**src/rtl/core/sldf_pkg.sv**
```systemverilog
// Package for the start/length/XOR-check frame deframer.
// Phase and event codes, start byte, and the state and result structs.
// No dependencies.
`default_nettype none

package sldf_pkg;

	localparam logic [7:0] START_BYTE = 8'hFE;

	typedef enum logic [2:0] {
		PH_HUNT  = 3'd0,
		PH_LENLO = 3'd1,
		PH_LENHI = 3'd2,
		PH_CMD0  = 3'd3,
		PH_CMD1  = 3'd4,
		PH_BODY  = 3'd5
	} phase_t;

	localparam logic [2:0] EV_NONE    = 3'd0;
	localparam logic [2:0] EV_HEADER  = 3'd1;
	localparam logic [2:0] EV_PAYLOAD = 3'd2;
	localparam logic [2:0] EV_GOOD    = 3'd3;
	localparam logic [2:0] EV_BAD     = 3'd4;

	typedef struct packed {
		phase_t      phase;
		logic [7:0]  chk;
		logic [15:0] exp_len;
		logic [15:0] cnt;
		logic [7:0]  cmd0;
		logic [7:0]  cmd1;
	} dfr_state_t;

	typedef struct packed {
		logic [2:0]  kind;
		logic [7:0]  pbyte;
		logic [15:0] pidx;
	} dfr_result_t;

endpackage

`default_nettype wire

```
**src/rtl/core/sof_length_xor_frame_deframer.sv**
```systemverilog
// Top level of the start/length/XOR-check frame deframer.
// Depends on sldf_pkg and sldf_step.
//
// Usage:
//  Input channel (in_valid/in_ready): one word per handshake, either a
//  received byte (action 0, rx_byte) or an abort (action 1).
//  Output channel (out_valid/out_ready): exactly one result word per input
//  word: event_kind, payload_byte, payload_index, and the current
//  command_0, command_1 and frame_length.
//  A word is taken into an input register; the frame state is updated and
//  the result written to the output register when that register can take
//  it, that is when it is empty or the receiver takes its word.
//  Throughput is one word per cycle while the receiver does not stall; the
//  per-word logic is one byte XOR, one 16-bit compare and increment.
//  When the receiver stalls, the output register holds its word, the input
//  register fills, and in_ready drops; no word is lost or repeated.
//  Reset clears both registers' valid flags and returns the frame state to
//  hunting for the start byte with all counters and fields at zero.
`default_nettype none

module sof_length_xor_frame_deframer (
	input  wire logic        clk,
	input  wire logic        arst_n,
	input  wire logic        in_valid,
	output      logic        in_ready,
	input  wire logic        action,
	input  wire logic [7:0]  rx_byte,
	output      logic        out_valid,
	input  wire logic        out_ready,
	output      logic [2:0]  event_kind,
	output      logic [7:0]  payload_byte,
	output      logic [15:0] payload_index,
	output      logic [7:0]  command_0,
	output      logic [7:0]  command_1,
	output      logic [15:0] frame_length
);
	import sldf_pkg::*;

	logic        valid_s1;
	logic        action_s1;
	logic [7:0]  byte_s1;
	logic        valid_s2;
	dfr_result_t res_s2;
	dfr_state_t  st_q;
	dfr_state_t  st_nxt;
	dfr_result_t res_nxt;
	logic        adv;

	assign adv      = !valid_s2 || out_ready;
	assign in_ready = !valid_s1 || adv;

	sldf_step u_step (
		.st_cur  (st_q),
		.action  (action_s1),
		.rx_byte (byte_s1),
		.st_nxt  (st_nxt),
		.res     (res_nxt)
	);

	always_ff @(posedge clk or negedge arst_n) begin
		if (!arst_n) begin
			valid_s1 <= 1'b0;
		end else if (in_ready) begin
			valid_s1 <= in_valid;
		end
	end

	always_ff @(posedge clk) begin
		if (in_ready && in_valid) begin
			action_s1 <= action;
			byte_s1   <= rx_byte;
		end
	end

	always_ff @(posedge clk or negedge arst_n) begin
		if (!arst_n) begin
			valid_s2 <= 1'b0;
			st_q     <= '{phase: PH_HUNT, default: '0};
		end else if (adv) begin
			valid_s2 <= valid_s1;
			if (valid_s1) begin
				st_q <= st_nxt;
			end
		end
	end

	always_ff @(posedge clk) begin
		if (adv && valid_s1) begin
			res_s2 <= res_nxt;
		end
	end

	// fields track the stored state, which only moves with a new result
	assign out_valid     = valid_s2;
	assign event_kind    = res_s2.kind;
	assign payload_byte  = res_s2.pbyte;
	assign payload_index = res_s2.pidx;
	assign command_0     = st_q.cmd0;
	assign command_1     = st_q.cmd1;
	assign frame_length  = st_q.exp_len;

`ifndef SYNTH
	a_pidx_in_range: assert property (@(posedge clk) disable iff (!arst_n)
		out_valid && event_kind == EV_PAYLOAD |-> payload_index < frame_length)
		else $error("payload index beyond frame length");

	a_quiet_fields: assert property (@(posedge clk) disable iff (!arst_n)
		out_valid && event_kind != EV_PAYLOAD |->
			payload_index == 16'd0 && payload_byte == 8'd0)
		else $error("payload fields set on non-payload event");

	a_phase_legal: assert property (@(posedge clk) disable iff (!arst_n)
		st_q.phase <= PH_BODY)
		else $error("unreachable phase code");

	a_s1_hold: assert property (@(posedge clk) disable iff (!arst_n)
		valid_s1 && !adv |=> valid_s1 && $stable(byte_s1) && $stable(action_s1))
		else $error("input register changed while stalled");
`endif

endmodule

`default_nettype wire

```
**src/rtl/core/sldf_step.sv**
```systemverilog
// Per-word next-state and event logic of the frame deframer.
// Depends on sldf_pkg.
`default_nettype none

module sldf_step (
	input  wire sldf_pkg::dfr_state_t  st_cur,
	input  wire logic                  action,
	input  wire logic [7:0]            rx_byte,
	output      sldf_pkg::dfr_state_t  st_nxt,
	output      sldf_pkg::dfr_result_t res
);
	import sldf_pkg::*;

	logic [7:0] chk_x;

	assign chk_x = st_cur.chk ^ rx_byte;

	always_comb begin
		st_nxt = st_cur;
		res    = '0;
		if (action) begin
			st_nxt.phase = PH_HUNT;
		end else begin
			case (st_cur.phase)
				PH_LENLO: begin
					st_nxt.chk     = chk_x;
					st_nxt.exp_len = {8'h00, rx_byte};
					st_nxt.phase   = PH_LENHI;
				end
				PH_LENHI: begin
					st_nxt.chk     = chk_x;
					st_nxt.exp_len = {rx_byte, st_cur.exp_len[7:0]};
					st_nxt.cnt     = '0;
					st_nxt.phase   = PH_CMD0;
				end
				PH_CMD0: begin
					st_nxt.chk   = chk_x;
					st_nxt.cmd0  = rx_byte;
					st_nxt.phase = PH_CMD1;
				end
				PH_CMD1: begin
					st_nxt.chk   = chk_x;
					st_nxt.cmd1  = rx_byte;
					st_nxt.phase = PH_BODY;
					res.kind     = EV_HEADER;
				end
				PH_BODY: begin
					st_nxt.chk = chk_x;
					if (st_cur.cnt < st_cur.exp_len) begin
						res.kind   = EV_PAYLOAD;
						res.pbyte  = rx_byte;
						res.pidx   = st_cur.cnt;
						st_nxt.cnt = st_cur.cnt + 16'd1;
					end else begin
						// check byte
						st_nxt.phase = PH_HUNT;
						res.kind     = (chk_x == 8'h00) ? EV_GOOD : EV_BAD;
					end
				end
				default: begin
					st_nxt.phase = PH_HUNT;
					if (rx_byte == START_BYTE) begin
						st_nxt.phase   = PH_LENLO;
						st_nxt.chk     = '0;
						st_nxt.exp_len = '0;
					end
				end
			endcase
		end
	end

endmodule

`default_nettype wire

```
**config.mk**
```make
export PLATFORM = sky130hd
export DESIGN_NAME = sof_length_xor_frame_deframer
export DESIGN_NICKNAME = d
export VERILOG_FILES = /design/src/rtl/core/sldf_pkg.sv /design/src/rtl/core/sof_length_xor_frame_deframer.sv /design/src/rtl/core/sldf_step.sv
export SDC_FILE = /design/constraint.sdc
export NUM_CORES = 1
export LEC_CHECK = 0
export ABC_AREA = 0
export ABC_CLOCK_PERIOD_IN_PS = 3200
export CORE_UTILIZATION = 64
export DETAILED_ROUTE_END_ITERATION = 10
export DONT_BUFFER_PORTS = 1
export PLACE_DENSITY = 0.77
export SLEW_MARGIN = 20
export SYNTH_ARGS = -nofsm -noshare
export SYNTH_HDL_FRONTEND = slang
export SYNTH_HIERARCHICAL = 1
export SYNTH_SLANG_ARGS = --single-unit
```
**constraint.sdc**
```tcl
create_clock -name clk -period 3.2 [get_ports clk]
set_input_delay 0 -clock clk [delete_from_list [all_inputs] [get_ports clk]]
set_output_delay 0 -clock clk [all_outputs]
set_load 0.02 [all_outputs]
```
## Word level (Yosys, flattened, before mapping)

Index checks and enable logic that the tools add are counted.
W data, S select, Z words.

| cells by class | value |
|---|---|
| bitwise operators | 6 |
| muxes and demuxes | 10 |
| order comparisons | 1 |
| eq/ne operators | 8 |
| reduce and logical (&&, ||, !) cells | 20 |
| add/sub/neg operators | 1 |

Operators by type and width:

| cell | number |
|---|---|
| $pmux W11 S5 | 1 |
| $pmux W16 S3 | 1 |
| $pmux W16 S2 | 1 |
| $mux W25 | 1 |
| $add A16 B1 Y16 const B | 1 |
| $lt A16 B16 Y1 | 1 |
| $mux W16 | 1 |
| $mux W3 | 4 |
| $reduce_and A4 Y1 | 3 |
| $reduce_and A5 Y1 | 2 |
| $eq A8 B8 Y1 const B | 1 |
| $logic_not A8 Y1 | 1 |
| $xor A8 B8 Y8 | 1 |
| $eq A3 B2 Y1 const B | 2 |
| $eq A3 B3 Y1 const B | 2 |
| $pmux W3 S2 | 1 |
| $reduce_and A6 Y1 | 1 |
| $reduce_bool A6 Y1 | 1 |
| $reduce_or A3 Y1 | 2 |
| $not A1 Y1 | 5 |
| $reduce_bool A2 Y1 | 2 |
| $eq A3 B1 Y1 const B | 1 |
| $ne A3 B3 Y1 const B | 1 |
| $reduce_and A3 Y1 | 1 |
| 5 further kinds | 8 |

| word-level totals | value |
|---|---|
| input bits | 13 |
| word-level logic and storage cells | 60 |
| output and inout bits | 61 |
| register bits after elaboration | 97 |

## Logic depth before layout (Yosys ltp)

| depth | value |
|---|---|
| depth after elaboration | 5 |
| depth in mapped cells | 10 |
| mapped depth without buffers | 10 |

## Hierarchy

The synthesis kept the hierarchy.

Modules (own cells, without submodules):

| module | times used | cells each | sequential area each (µm²) | area an instance (µm²) |
|---|---|---|---|---|
| sof_length_xor_frame_deframer | 1 | 201 | 2,607.5 | 3,856.2 |
| sldf_step | 1 | 316 | 0.0 | 2,039.5 |

## Worst setup path before layout

No wires, ideal clock.

| path | value |
|---|---|
| kind | register to register |
| start | register st_q[29] in the netlist's numbering |
| end | register st_q[26] in the netlist's numbering |
| cell stages (with the launch flop) | 9 |
| arrival time | 2.477 ns |
| period minus slack after synthesis | 2.603 ns |
| required time | 3.075 ns |
| path buffers | 0 |
| library setup time | 0.125 ns |
| path slack | 0.597 ns |
| cell sequence | dfrtp_1 ha_1 a211oi_1 nor2_1 or4_1 nor4_1 mux2i_1 o21ai_0 mux2_4 |

| between the ends | value |
|---|---|
| word-level cells in the longest chain between the ends | 3 |

Ends and longest elaborated chain:

| what | RTL line | text |
|---|---|---|
| start: declaration | sof_length_xor_frame_deframer.sv:44 | `dfr_state_t st_q;` |
| start signal: assignment | sof_length_xor_frame_deframer.sv:82 | `st_q <= st_nxt;` |
| $lt A16 B16 Y1 | sldf_step.sv:49 | `if (st_cur.cnt < st_cur.exp_len) begin` |
| $ne A2 B1 Y1 (no source line) | n/a |  |
| $reduce_and A5 Y1 (no source line) | n/a |  |

No other way between the ends.
A chain may end at the register's enable or synchronous reset.

## Worst setup path in the final report

| path | value |
|---|---|
| start | register st_q, in the netlist frame_length[14] |
| end | register st_q[16] in the netlist's numbering |

The elaborated chain is that of the path after synthesis.

==> impl_metrics.tcl <==
set metrics [dict create \
    outcome "complete, but fails checks" \
    violations "design-rule violations" \
    ys_seq_area_share_pct 44.2 \
    dieArea_mm2 0.00960 \
    grt_max_degree 62 \
    clock-root-buffer "clkbuf_8" \
    multi_input_area_mm2 0.00282 \
    netlist_area_mm2 0.00590 \
    yosys-top-cells-area "dfrtp_1 26%, edfxtp_1 18%, mux2_4 15%, buf_4 4.1%, ha_1 3.8%" \
    antenna_cells 0 \
    io_pins 74 \
    cts.sinks 97 \
    synthDistinctLibCells 51 \
    drt_iter0_drc 195 \
    path_class "reg -> reg" \
    yosysTopAreaCell "dfrtp_1" \
    synthArstFlopShare_pct 62.9 \
    finalCriticalPeriod_ns 2.98 \
    grtUsageTotal_pct 26.0 \
    cp.required_ns 3.46 \
    cts_made_buffers 9 \
    grt_pass1_wl_um 19400 \
    synth.most_common_cell "dfrtp_1" \
    timing.final.ws_setup_ns 0.220 \
    ant_nets 0 \
    num_rows 34 \
    total_power_mw 2.88 \
    synthFlopType "dfrtp_1" \
    fp.dieW_um 98.0 \
    core_mm2 0.00881 \
    placed_cell_area_mm2 0.00574 \
    clkSlewWorstSetupHoldPaths_ns 0.09 \
    first_pass_iters 8 \
    start_kind "flip-flop" \
    clock_skew_ns 0.00928 \
    path_cells "inv_1 > ha_1 > nand4_1 > a211oi_1 > a32oi_2 > nand2_2 > inv_1 > ha_1 > a32o_1 > mux2_4" \
    vias_per_cell 6.39 \
    clkLatencyLatePin_ns 0.37 \
    max-vdd-ir-drop_mv 0.279 \
    final_cell_area_mm2 0.00608 \
    critPathCaptureType "flip-flop" \
    synth_edf_count 36 \
    synth_top_cell_area_share_pct 25.9 \
    area_delta_synth_final_pct 3.16 \
    avgSynthCellArea_um2 11.4 \
    finalHoldViolCount 0 \
    netlist_instances 517 \
    powerDensity_mw_per_mm2 473 \
    fin_tns_setup_ns 0 \
    ctsResizeCount 0 \
    grt_pass1_vias 3852 \
    yosys-top-cells-count "61 x dfrtp_1, 59 x mux2_4, 36 x edfxtp_1, 32 x buf_4, 29 x nor2_1" \
    port_buffers 0 \
    overflow 0 \
    gp_congestion 0.887 \
    fmax_mhz 336 \
    drive_gt1_share_pct 22.6 \
    dp_slack_ns 0.270 \
    num-nets-final 530 \
    worst_pin_slew_ns 0.858 \
    vias 3909 \
    critPathMaxStageDelay_ns 0.51 \
    arrival_ns 3.24 \
    critical-path-top-delay-family "compound AO/OA/AOI/OAI gates" \
    path_buf_inv 2 \
    report.final.slew_viol_count 0 \
    drc 9 \
    seq_area_mm2 0.00261 \
    antenna_found_initial 0 \
    cts_max_level 3 \
    ys_seq_elements 97 \
    clockBufferDepth 2 \
    final_min_period_over_clock_period_pct 93.1 \
    cp_slowest_cell "dfrtp_1" \
    min_path_type "in -> reg" \
    synth_fp_nets 548 \
    drt-total-wl_um 12100 \
    initial_core_util_pct 67.0 \
    maxCapViolations 0 \
    wire_per_inst_um 19.8 \
    cts_tree "built" \
    cp_max_fo 13 \
    setup_viol 0 \
    fillCellCount 637 \
    maxSlewHeadroom_pct 42.8 \
    hpwl_um 8340 \
    p_leak_nw 2.69 \
    yosysWarnings 6 \
    die_h_um 98.0 \
    rsz0062_at_grt "no" \
]
[placed cells by master, fill, tap and decap left out, drive strengths merged, types with 16 or more instances in the layout]
cell,netlist,layout
o21ai,28,28
dfrtp,61,61
inv,24,25
mux2,75,75
edfxtp,36,36
nor2,29,29
a22o,16,16
nand2,29,29
ha,18,18
[registers in the layout, summed over array words and instances (netlist names)]
register / flops
byte_s1: 8
frame_length: 16
event_kind: 3
payload_index: 16
payload_byte: 8
out_valid: 1
command_1: 8
action_s1: 1
st_q: 27
command_0: 8
valid_s1: 1
[final timing paths]
kind                       cells after the start  slack [ns]              from        end
max                                           10        0.22  frame_length[14]   st_q[16]
min                                            1        0.09          in_valid  action_s1
max reg2reg                                   10        0.22  frame_length[14]   st_q[16]
min reg2reg                                    1        0.55          valid_s1  out_valid
max in group asynchronous                      2        2.77            arst_n   st_q[53]
min in group asynchronous                      2        0.16            arst_n   st_q[25]
[through the flow]
step	std cells	utilization, %	hold slack, ns
2_1_floorplan	517	-	-0.296
3_3_place_gp	582	65.2	-0.293
3_5_place_dp	582	65.2	-0.293
4_1_cts	612	69.1	0.0842
5_1_grt	612	69.1	0.0896
6_report	612	69.1	0.0870
[per-layer routing]
| layer | vias to the layer above | part of all wire [%] | GRT usage [%] | wire (um) |
|---|---|---|---|---|
| met1 | 1957 | 41 | 33.0 | 5030 |
| met2 | 132 | 52 | 44.0 | 6290 |
| li1 | 1801 | - | - | - |
| met5 | - | 0 | 0 | 0 |
| met4 | 0 | 1.9 | 11.0 | 231 |
| met3 | 19 | 4.7 | 4.58 | 575 |
[cell families (layout without fill, tap and decap cells)]
family	Yosys count	after routing	synth area share, %
compound gates	87	87	10.1
xor+xnor	8	8	1.19
fa+ha+maj	18	18	3.82
buf+inv	77	64	7.87
flops	97	97	44.2
mux	76	76	18.3
simple gates	154	154	14.6
[power breakdown]
| part | switching, mW | internal (mW) |
|---|---|---|
| combinational | 0.356 | 0.261 |
| sequential | 0.145 | 1.37 |
| clock | 0.438 | 0.306 |
| total | 0.939 | 1.94 |
[cell type report]
class                   instances  area share [%]
multi-input cells             343            46.4
flip-flops and latches         97            42.9
repair buffers                 24            4.03
clock buffers                  10            2.26
well taps                     108            2.22
inverters                      24            1.48
clock inverters                 6           0.699
[what timing repair did]
action | in CTS | in global routing
hold buffers | 14 | 0
setup buffers | 0 | 0
endpoints found under the hold margin | 72 | 0
No activity file was read; power rests on OpenSTA's default activity.
